`src/bsp_pkg.sv`:
```
// Shared types and constants for the bit stream packer.
// No dependencies; the files that use it refer to it by scoped names.
`default_nettype none
package bsp_pkg;

   localparam int STORE_WORDS_DEFAULT = 1024;

   localparam int DATA_W     = 64;
   localparam int COUNT_W    = 7;
   localparam int OFFSET_W   = 16;
   localparam int POS_W      = 17;
   localparam int SHIFT_W    = 6;
   localparam int WORD_IDX_W = POS_W - SHIFT_W;
   localparam int CSR_W      = 11;

   localparam logic [CSR_W-1:0] CSR_RESET = CSR_W'(1024);
   localparam logic [POS_W-1:0] POS_MAX   = {POS_W{1'b1}};

   typedef enum logic {
      OP_APPEND = 1'b0,
      OP_READ   = 1'b1
   } bsp_op_type;

   typedef struct packed {
      bsp_op_type          op;
      logic [DATA_W-1:0]   data_bits;
      logic [COUNT_W-1:0]  append_len;
      logic [OFFSET_W-1:0] bit_offset;
   } bsp_req_type;

   typedef struct packed {
      logic [DATA_W-1:0]  read_bits;
      logic               ok;
      logic [COUNT_W-1:0] bits_taken;
      logic [POS_W-1:0]   position;
   } bsp_rsp_type;

   typedef struct packed {
      bsp_op_type           op;
      logic                 ok;
      logic                 hi_use;
      logic [WORD_IDX_W-1:0] lo_idx;
      logic [SHIFT_W-1:0]   shift;
      logic [DATA_W-1:0]    bits;
      logic [COUNT_W-1:0]   taken;
      logic [POS_W-1:0]     position;
   } bsp_stage_type;

endpackage
`default_nettype wire

```
`src/bsp_issue.sv`:
```
// Request stage: register, word limit, write position, bank read addresses.
// Depends on bsp_pkg.
`default_nettype none
module bsp_issue #(
   parameter int STORE_WORDS = bsp_pkg::STORE_WORDS_DEFAULT,
   parameter int BANK_AW     = 1
) (
   input  wire logic                          clock,
   input  wire logic                          reset,
   input  wire logic                          start,
   output      logic                          busy,
   input  wire bsp_pkg::bsp_req_type          req_item,
   input  wire logic                          csr_we,
   input  wire logic [bsp_pkg::CSR_W-1:0]     csr_wdata,
   output      logic [BANK_AW-1:0]            rd_addr_even,
   output      logic [BANK_AW-1:0]            rd_addr_odd,
   output      logic                          s1_valid,
   output      bsp_pkg::bsp_stage_type        s1_stage
);

   localparam int IW = bsp_pkg::WORD_IDX_W;
   localparam int SW = bsp_pkg::SHIFT_W;
   localparam int PW = bsp_pkg::POS_W;
   localparam int CW = bsp_pkg::COUNT_W;
   localparam int DW = bsp_pkg::DATA_W;

   logic [bsp_pkg::CSR_W-1:0] csr_ff;
   logic [PW-1:0]             pos_ff;
   logic [PW-1:0]             pos_in;
   logic                      s1_valid_ff;
   bsp_pkg::bsp_stage_type    s1_stage_ff;
   bsp_pkg::bsp_stage_type    s1_stage_in;

   logic [bsp_pkg::CSR_W-1:0] limit;
   logic                      accept;
   logic                      is_read;
   logic [IW-1:0]             word_idx;
   logic [IW:0]               next_idx;
   logic [SW-1:0]             shift;
   logic                      in_range;
   logic                      hi_use;
   logic [CW-1:0]             count;
   logic [DW-1:0]             sel;
   logic [PW:0]               pos_sum;
   logic [PW-1:0]             pos_sat;

   assign busy    = 1'b0;
   assign accept  = start & ~busy;
   assign is_read = (req_item.op == bsp_pkg::OP_READ);

   assign limit = (32'(csr_ff) > STORE_WORDS) ? bsp_pkg::CSR_W'(STORE_WORDS) : csr_ff;

   assign word_idx = is_read ? IW'(req_item.bit_offset[bsp_pkg::OFFSET_W-1:SW])
                             : pos_ff[PW-1:SW];
   assign shift    = is_read ? req_item.bit_offset[SW-1:0] : pos_ff[SW-1:0];
   assign next_idx = {1'b0, word_idx} + (IW+1)'(1);
   assign in_range = (word_idx < limit);
   assign hi_use   = (shift != '0) && (next_idx < {1'b0, limit});

   assign count   = (req_item.append_len > CW'(DW)) ? CW'(DW) : req_item.append_len;
   assign sel     = req_item.data_bits & ~({DW{1'b1}} << count);
   assign pos_sum = {1'b0, pos_ff} + (PW+1)'(count);
   assign pos_sat = pos_sum[PW] ? bsp_pkg::POS_MAX : pos_sum[PW-1:0];
   assign pos_in  = (accept && !is_read && in_range) ? pos_sat : pos_ff;

   always_comb begin
      s1_stage_in          = s1_stage_ff;
      s1_stage_in.op       = req_item.op;
      s1_stage_in.ok       = in_range;
      s1_stage_in.hi_use   = hi_use;
      s1_stage_in.lo_idx   = word_idx;
      s1_stage_in.shift    = shift;
      s1_stage_in.bits     = sel;
      s1_stage_in.taken    = (!is_read && in_range) ? count : '0;
      s1_stage_in.position = pos_in;
   end

   assign rd_addr_even = BANK_AW'(next_idx >> 1);
   assign rd_addr_odd  = BANK_AW'(word_idx >> 1);

   always_ff @(posedge clock) begin
      if (reset) begin
         csr_ff      <= bsp_pkg::CSR_RESET;
         pos_ff      <= '0;
         s1_valid_ff <= 1'b0;
      end else begin
         if (csr_we) begin
            csr_ff <= csr_wdata;
         end
         pos_ff      <= pos_in;
         s1_valid_ff <= accept;
      end
   end

   always_ff @(posedge clock) begin
      if (accept) begin
         s1_stage_ff <= s1_stage_in;
      end
   end

   assign s1_valid = s1_valid_ff;
   assign s1_stage = s1_stage_ff;

endmodule
`default_nettype wire

```
`config.mk`:
```
export PLATFORM = sky130hd
export DESIGN_NAME = bsp_issue
export DESIGN_NICKNAME = d
export VERILOG_FILES = /design/src/bsp_pkg.sv /design/src/bsp_issue.sv
export SDC_FILE = /design/constraint.sdc
export NUM_CORES = 1
export LEC_CHECK = 0
export ABC_AREA = 1
export BUFFER_PORTS_ARGS = -buffer_cell sky130_fd_sc_hd__buf_2
export CAP_MARGIN = 5
export CELL_PAD_IN_SITES_DETAIL_PLACEMENT = 1
export CELL_PAD_IN_SITES_GLOBAL_PLACEMENT = 2
export CORE_ASPECT_RATIO = 0.75
export CORE_UTILIZATION = 30
export CTS_CLUSTER_DIAMETER = 60
export CTS_CLUSTER_SIZE = 25
export DETAILED_ROUTE_END_ITERATION = 6
export PLACE_DENSITY_LB_ADDON = 0.1
export SYNTH_ARGS = -nofsm -noshare
export SYNTH_HDL_FRONTEND = slang
export SYNTH_SLANG_ARGS = --single-unit
```
`constraint.sdc`:
```
create_clock -name clock -period 4.3 [get_ports clock]
set_input_delay 1.29 -clock clock [delete_from_list [all_inputs] [get_ports clock]]
set_output_delay 1.29 -clock clock [all_outputs]
set_load 0.005 [all_outputs]
```
==> impl_metrics.py, run 1 <==
metrics = {
    "global_routing": {
        "grt_pass1_vias": 6082,
        "gr-usage-all-layers_pct": 19.9,
        "gr-total-overflow": 0,
        "antenna_found_initial": 2,
        "grt_max_degree": 54,
        "grt_pass1_wl_um": 35500,
    },
    "routing": {
        "wl_um": 23800,
        "wl_per_cell_um": 18.1,
        "firstDrtPassIters": 6,
        "drc_errors": 32,
        "drtIter0Drc": 341,
        "ant_nets": 0,
        "vias_per_cell": 4.59,
        "num_vias": 6055,
    },
    "pwr": {
        "powerDensity_mw_per_mm2": 400,
        "ir_drop_uv": 195,
        "combPwrFrac_pct": 12.9,
        "p_leak_nw": 4.37,
        "swShare_pct": 26.0,
        "p_sw_w": 0.000952,
        "seqPwrFrac_pct": 42.9,
        "p_int_w": 0.00270,
        "clkPwrFrac_pct": 44.2,
    },
    "cells_and_area": {
        "final_cell_mix": "buf_2, nand2_1, edfxtp_1, inv_1, nor2_1",
        "final_cells": 1318,
        "areaGrowthSynthToFinish_pct": 29.4,
        "fin_util_pct": 39.6,
        "layout_commonest_cell": "buf_2",
        "drive_gt1_share_pct": 29.9,
        "nets": 1136,
    },
    "clock_tree": {
        "clock_sinks": 137,
        "cts.repair.resized": 0,
        "clock_latency_ns": 0.42,
        "cts_tree": "yes",
        "cts_made_buffers": 17,
        "root_buffer": "clkbuf_16",
        "post_cts_buffers": 0,
        "holdBufCountCts": 0,
        "path_clk_slew_ns": 0.06,
        "clockBufferDepth": 2,
        "htree_levels": 4,
    },
    "synth": {
        "synth_cells": 773,
        "netlist_area_mm2": 0.00706,
        "synth-seq-cells": 137,
        "synthMuxAreaShare_pct": 0,
        "synth_top_family_by_area": "simple AND/OR/NAND/NOR gates",
        "syn_nets": 905,
        "ys_warn_count": 0,
        "netlist.area_leader.share_pct": 45.9,
        "synth_compound_area_share_pct": 9.26,
        "synthAdderAreaFrac_pct": 5.24,
        "synth-xor-area-share_pct": 1.49,
        "synth_cell_types": 46,
        "ys_top_cells_by_area": "edfxtp_1, nand2_1, dfxtp_1",
        "yosysSeqAreaShare_pct": 54.1,
        "synth_top_area_cell": "edfxtp_1",
        "synth-simple-area-share_pct": 22.5,
        "avgSynthCellArea_um2": 9.14,
    },
    "outcome": {
        "violations": "design-rule violations",
        "status": "finished, violations left",
    },
    "floorplanning": {
        "io_pins": 215,
        "die_h_um": 135,
        "fp.dieArea_mm2": 0.0242,
        "initial_core_util_pct": 30.6,
        "die_x_um": 179,
        "fp-row-count": 48,
        "coreArea_mm2": 0.0231,
    },
    "min_path": {
        "hold_path_class": "reg -> reg",
        "hp-start": "csr_ff[0]",
        "hold_depth": 2,
        "min_to": "csr_ff[0]",
    },
    "sta": {
        "relSlewSlack_pct": 32.9,
        "timing.fmax_ghz": 0.254,
        "setup_violations": 0,
        "finalHoldViolCount": 0,
        "max_slew.worst_pin.slew_ns": 1.00,
        "slew_viol_final": 0,
        "rsz0062_at_grt": "false",
        "tns_ns": 0,
        "period_needed_ns": 3.94,
        "clock_skew_ns": 0.0112,
        "finalCritPeriodShare_pct": 91.7,
    },
    "setup_path": {
        "worstReg2RegStart": "csr_ff[2]",
        "cp.arrival_ns": 2.65,
        "path_class": "in -> out",
        "r2r_slack_ns": 1.34,
        "worstPathRequired_ns": 3.01,
        "r2r-end": "s1_stage[11]",
        "cp_max_fo": 21,
        "critPathCaptureType": "primary output",
        "cp-start-kind": "input port",
        "r2r_cells": 15,
    },
    "placement": {
        "hpwl_um": 18600,
        "io_buffers": 213,
        "placed_cells": 1285,
        "gp_congestion": 0.812,
    },
    "run": {
        "maxCapViolCount": 0,
    },
}
how the worst max path moves through the flow:
stage / end / slack, ns / start
2_1_floorplan: s1_stage[12] / 0.67 / req_item[20]
6_report: rd_addr_even / 0.36 / req_item[87]
5_1_grt: rd_addr_even / 0.22 / req_item[87]
3_3_place_gp: s1_stage[12] / 0.35 / req_item[20]
4_1_cts: rd_addr_even / 0.35 / req_item[87]
3_5_place_dp: s1_stage[12] / 0.22 / req_item[21]
cells in the mapped netlist (all sizes together):
master    n
nor3b     1
fa        1
or2       1
nand4     6
nand3b    2
a21boi   11
o31ai     2
nand2   216
clkbuf    7
buf      10
a21oi    42
a211oi    1
xor2      5
and3      1
ha       28
o21a      1
xnor2     7
o211ai    4
o21ai    41
nor3      4
o211a     1
a31oi     4
edfxtp  108
o311ai    1
nor2     86
nor4      1
and2      2
inv     103
dfxtp    29
conb      1
nand3    46
state kept, by name, indices dropped and copies added, names as in the netlist:
register,count
csr_ff,11
pos_ff,17
s1_stage,108
s1_valid,1
cells by family (layout without fill, tap and decap cells):
group,Yosys count,after routing
flops,137,137
buf+inv,120,364
simple gates,366,366
xor+xnor,12,12
other cells,1,2
fa+ha+maj,29,29
compound gates,108,108
per-layer routing:
layer	share of wire (%)	vias up	GRT usage [%]
li1	-	3019	-
met1	52	2886	30.0
met2	42	136	28.3
met3	4.8	12	4.87
met4	0.80	2	4.39
met5	0.046	-	0
worst max-delay path, cell delays in order:
cell	delay (ns)
buf_2	0.35
inv_1	0.23
nand2_1	0.18
nand2_1	0.14
ha_1	0.32
buf_2	0.13
power by group through the flow:
stage | sequential [W] | clock, W | combinational [W]
after detailed placement | 0.00160 | 0 | 0.000474
after CTS | 0.00157 | 0.00166 | 0.000477
final | 0.00157 | 0.00162 | 0.000470
after floorplan | 0.00160 | 0 | 0.000213
after global placement | 0.00160 | 0 | 0.000471
after global routing | 0.00158 | 0.00171 | 0.000529
final cells by class:
cell class / count / area (µm²)
inverters: 103 / 387
flip-flops and latches: 137 / 3820
fillers: 2758 / 13900
diodes: 1 / 2.50
clock buffers: 18 / 429
multi-input cells: 516 / 2730
repair buffers: 229 / 1190
well taps: 300 / 375
clock inverters: 14 / 209
metrics by stage:
stage / hold slack [ns] / instance area [µm²] / setup WS (ns) / total power, W
detailed placement: 0.495 / 8500 / 0.219 / 0.00207
global route: 0.531 / 9140 / 0.219 / 0.00382
CTS: 0.503 / 9140 / 0.352 / 0.00371
finish: 0.501 / 9140 / 0.359 / 0.00365
floorplan: 0.449 / 7060 / 0.674 / 0.00182
global placement: 0.497 / 8500 / 0.352 / 0.00207
(Power assumes the default switching activity.)
==> run 2, diff against run 1 <==
--- a/config.mk
+++ b/config.mk
@@ -10,7 +10,7 @@
 export CAP_MARGIN = 5
 export CELL_PAD_IN_SITES_DETAIL_PLACEMENT = 1
 export CELL_PAD_IN_SITES_GLOBAL_PLACEMENT = 2
-export CORE_ASPECT_RATIO = 0.75
+export CORE_ASPECT_RATIO = 1.5
 export CORE_UTILIZATION = 30
 export CTS_CLUSTER_DIAMETER = 60
 export CTS_CLUSTER_SIZE = 25
==> impl_metrics.py, run 2 (synthesized netlist as in run 1, its figures left out) <==
metrics = {
    "outcome": {
        "status": "finished clean",
    },
    "placement": {
        "hpwl_um": 17500,
        "placed_cells": 1294,
        "gp_congestion": 0.793,
        "io_buffers": 213,
    },
    "routing": {
        "ant_nets": 0,
        "drc_errors": 0,
        "vias_per_cell": 4.59,
        "firstDrtPassIters": 4,
        "drtIter0Drc": 267,
        "num_vias": 6091,
        "wl_um": 22700,
        "wl_per_cell_um": 17.1,
    },
    "pwr": {
        "combPwrFrac_pct": 12.6,
        "p_int_w": 0.00269,
        "p_sw_w": 0.000903,
        "swShare_pct": 25.1,
        "powerDensity_mw_per_mm2": 394,
        "seqPwrFrac_pct": 43.7,
        "p_total_w": 0.00359,
        "p_leak_nw": 4.34,
        "clkPwrFrac_pct": 43.8,
        "ir_drop_uv": 253,
    },
    "cells_and_area": {
        "layout_commonest_cell": "buf_2",
        "nets": 1130,
        "areaGrowthSynthToFinish_pct": 29.0,
        "largest_reg_flops": 108,
        "multi_input_area_mm2": 0.00273,
        "final_cells": 1326,
        "final_cell_mix": "buf_2, nand2_1, edfxtp_1, inv_1, nor2_1",
        "n_antenna_cell": 0,
        "drive_gt1_share_pct": 29.4,
        "seq_area_mm2": 0.00382,
        "num-fill-cells": 2775,
    },
    "floorplanning": {
        "die_h_um": 190,
        "io_pins": 215,
        "fp-row-count": 68,
        "coreArea_mm2": 0.0231,
        "die_x_um": 127,
        "fp.dieArea_mm2": 0.0242,
        "initial_core_util_pct": 30.6,
    },
    "min_path": {
        "hold_path_class": "reg -> reg",
    },
    "clock_tree": {
        "post_cts_buffers": 0,
        "cts.repair.resized": 0,
        "holdBufCountCts": 0,
        "path_clk_slew_ns": 0.06,
        "cts_made_buffers": 17,
        "clock_sinks": 137,
        "cts_tree": "yes",
        "clockBufferDepth": 2,
        "htree_levels": 4,
        "root_buffer": "clkbuf_16",
        "clock_latency_ns": 0.43,
    },
    "setup_path": {
        "cp_max_fo": 21,
        "slowest_stage": "buf_2",
        "critPathMaxStageDelay_ns": 0.36,
        "cp-start-kind": "input port",
        "cp.arrival_ns": 2.59,
        "critPathCaptureType": "primary output",
        "r2r_slack_ns": 1.48,
        "worstPathRequired_ns": 3.01,
        "crit_chain": "buf_2 > inv_1 > nand2_1 > nand2_1 > ha_1 > buf_2",
        "path_class": "in -> out",
    },
    "sta": {
        "setup_violations": 0,
        "finalHoldViolCount": 0,
        "whs_ns": 0.480,
        "finalCritPeriodShare_pct": 90.1,
        "period_needed_ns": 3.88,
        "max_slew.worst_pin.slew_ns": 0.782,
        "timing.fmax_ghz": 0.258,
        "slew_viol_final": 0,
        "clock_skew_ns": 0.00940,
        "relSlewSlack_pct": 47.7,
        "rsz0062_at_grt": "false",
        "tns_ns": 0,
    },
    "global_routing": {
        "grt_pass1_vias": 6325,
        "gr-usage-all-layers_pct": 19.7,
        "antenna_found_initial": 0,
        "gr-total-overflow": 0,
        "grt_pass1_wl_um": 35300,
        "grt_max_degree": 109,
    },
    "run": {
        "maxCapViolCount": 0,
    },
}
run 2: power by group through the flow:
stage / logic (W) / clock network (W) / registers, W
floorplan: 0.000213 / 0 / 0.00160
global placement: 0.000458 / 0 / 0.00160
detailed placement: 0.000463 / 0 / 0.00160
CTS: 0.000465 / 0.00162 / 0.00157
global route: 0.000515 / 0.00166 / 0.00158
finish: 0.000451 / 0.00157 / 0.00157
run 2: worst max-delay path: cells and delay by family:
family | cells | cell delay [ns]
adder cells (fa/ha/maj) | 1 | 0.31
AND/OR/NAND/NOR | 2 | 0.28
buffers and inverters | 3 | 0.71
run 2: layer usage:
metal	vias up	GRT usage (%)	share of wire [%]
met1	2883	21.4	40
li1	3010	-	-
met4	0	6.18	1.5
met5	-	0	0
met3	26	3.63	3.7
met2	172	37.7	55
run 2: layout make-up:
class / instances / share of cell area [%]
Sequential cell: 137 / 42.0
Multi-Input combinational cell: 516 / 29.9
Timing Repair Buffer: 223 / 12.7
Clock buffer: 19 / 4.75
Tap cell: 315 / 4.33
Inverter: 103 / 4.24
Clock inverter: 13 / 2.10
run 2: metrics by stage:
step	util [%]	area, µm²	setup WS (ns)
floorplan	-	7060	0.674
global placement	36.8	8490	0.385
detailed placement	36.8	8490	0.289
CTS	39.5	9110	0.391
global route	39.5	9110	0.240
finish	39.5	9110	0.424
run 2: path summary, 6_finish.rpt:
kind              cells past startpoint            to          from
setup / recovery                      6  rd_addr_even  req_item[87]
hold / removal                        2     csr_ff[0]     csr_ff[0]
setup reg to reg                     16  s1_stage[14]     csr_ff[2]
hold reg to reg                       2     csr_ff[0]     csr_ff[0]
==> run 3, diff against run 2 <==
--- a/config.mk
+++ b/config.mk
@@ -11,6 +11,7 @@
 export CELL_PAD_IN_SITES_DETAIL_PLACEMENT = 1
 export CELL_PAD_IN_SITES_GLOBAL_PLACEMENT = 2
 export CORE_ASPECT_RATIO = 1.5
+export CORE_MARGIN = 1.5
 export CORE_UTILIZATION = 30
 export CTS_CLUSTER_DIAMETER = 60
 export CTS_CLUSTER_SIZE = 25
==> impl_metrics.py, run 3 (synthesized netlist as in run 1, its figures left out) <==
metrics = {
    "routing": {
        "drtIter0Drc": 205,
        "num_vias": 5979,
        "vias_per_cell": 4.51,
        "drc_errors": 0,
        "ant_nets": 0,
        "wl_um": 22800,
        "firstDrtPassIters": 6,
        "wl_per_cell_um": 17.2,
    },
    "pwr": {
        "p_leak_nw": 4.34,
        "powerDensity_mw_per_mm2": 392,
        "ir_drop_uv": 262,
    },
    "setup_path": {
        "r2r_cells": 14,
        "cp-start-kind": "input port",
        "worstPathRequired_ns": 3.01,
        "crit_family": "buffers and inverters",
        "cp.arrival_ns": 2.60,
        "r2r-end": "s1_stage[3]",
        "worstReg2RegStart": "csr_ff[2]",
        "crit_buf_inv": 3,
        "path_class": "in -> out",
        "critPathCaptureType": "primary output",
        "crit_chain": "buf_2 > inv_1 > nand2_1 > nand2_1 > ha_1 > buf_2",
        "cp_max_fo": 21,
        "r2r_slack_ns": 1.45,
        "critPathLaunch": "req_item[87]",
        "path_depth": 6,
        "critPathMaxStageDelay_ns": 0.36,
        "slowest_stage": "buf_2",
    },
    "min_path": {
        "hold_path_class": "reg -> reg",
        "hold_depth": 2,
        "min_to": "csr_ff[0]",
        "hp-start": "csr_ff[0]",
    },
    "global_routing": {
        "gr-total-overflow": 0,
        "gr-usage-all-layers_pct": 19.2,
        "grt_pass1_wl_um": 35000,
        "grt_max_degree": 109,
        "antenna_found_initial": 0,
        "grt_pass1_vias": 6228,
    },
    "sta": {
        "tns_ns": 0,
        "timing.fmax_ghz": 0.257,
        "finalCritPeriodShare_pct": 90.5,
        "setup_violations": 0,
        "slew_viol_final": 0,
        "clock_skew_ns": 0.00509,
        "relSlewSlack_pct": 48.7,
        "rsz0062_at_grt": "false",
        "period_needed_ns": 3.89,
        "timing.final.ws_setup_ns": 0.408,
        "finalHoldViolCount": 0,
        "max_slew.worst_pin.slew_ns": 0.767,
    },
    "clock_tree": {
        "holdBufCountCts": 0,
        "cts_tree": "yes",
        "cts_made_buffers": 17,
        "root_buffer": "clkbuf_16",
        "cts.repair.resized": 0,
        "path_clk_slew_ns": 0.06,
        "post_cts_buffers": 0,
        "clockBufferDepth": 2,
        "clock_latency_ns": 0.43,
        "htree_levels": 4,
        "clock_sinks": 137,
    },
    "floorplanning": {
        "die_h_um": 191,
        "fp-row-count": 68,
        "initial_core_util_pct": 30.6,
        "die_x_um": 128,
        "fp.dieArea_mm2": 0.0245,
        "coreArea_mm2": 0.0231,
        "io_pins": 215,
    },
    "cells_and_area": {
        "final_cell_mix": "buf_2, nand2_1, edfxtp_1, inv_1, nor2_1",
        "final_cells": 1326,
        "nets": 1130,
        "areaGrowthSynthToFinish_pct": 28.8,
        "fin_util_pct": 39.4,
        "drive_gt1_share_pct": 29.2,
        "num-fill-cells": 2770,
        "layout_commonest_cell": "buf_2",
        "n_antenna_cell": 0,
        "largest_reg_flops": 108,
    },
    "placement": {
        "io_buffers": 213,
        "placed_cells": 1294,
        "gp_congestion": 0.807,
        "pre_cts_ws_ns": 0.274,
        "hpwl_um": 17700,
    },
    "run": {
        "maxCapViolCount": 0,
    },
    "outcome": {
        "status": "finished clean",
    },
}
==> run 3: worst min-delay path: stages (launching register included) <==
cell	delay, ns
dfxtp_1	0.31
inv_1	0.07
a21oi_1	0.06
==> run 3: worst max path at each step <==
stage / end / slack, ns
after floorplan: s1_stage[12] / 0.67
after global placement: s1_stage[12] / 0.37
after detailed placement: s1_stage[12] / 0.27
after CTS: rd_addr_even / 0.38
after global routing: rd_addr_even / 0.25
final: rd_addr_even / 0.41
==> run 3: cell type report <==
type,instances,area (µm²),area share (%)
repair buffers,223,1160,12.7
well taps,315,394,4.33
clock inverters,14,180,1.98
inverters,103,387,4.25
clock buffers,18,429,4.72
multi-input cells,516,2730,30.0
flip-flops and latches,137,3820,42.0
==> run 3: metrics by stage <==
step / hold slack (ns) / power, W / instance area [µm²]
after global routing: 0.522 / 0.00372 / 9090
after global placement: 0.466 / 0.00206 / 8490
after CTS: 0.484 / 0.00362 / 9090
after floorplan: 0.449 / 0.00182 / 7060
after detailed placement: 0.475 / 0.00206 / 8490
final: 0.481 / 0.00356 / 9090
==> run 3: power breakdown <==
part           total (W)  switching, W  internal (W)  leakage (nW)
Combinational   0.000451      0.000274      0.000177          2.74
Sequential       0.00157     0.0000321       0.00154          1.30
Clock            0.00154      0.000581      0.000962         0.296
==> run 3: routing by layer <==
layer,GRT usage (%),routed length [µm],vias up
met4,6.57,366,0
met5,0,0,-
li1,-,-,3013
met1,20.4,8940,2786
met2,36.8,12400,160
met3,4.37,1100,20
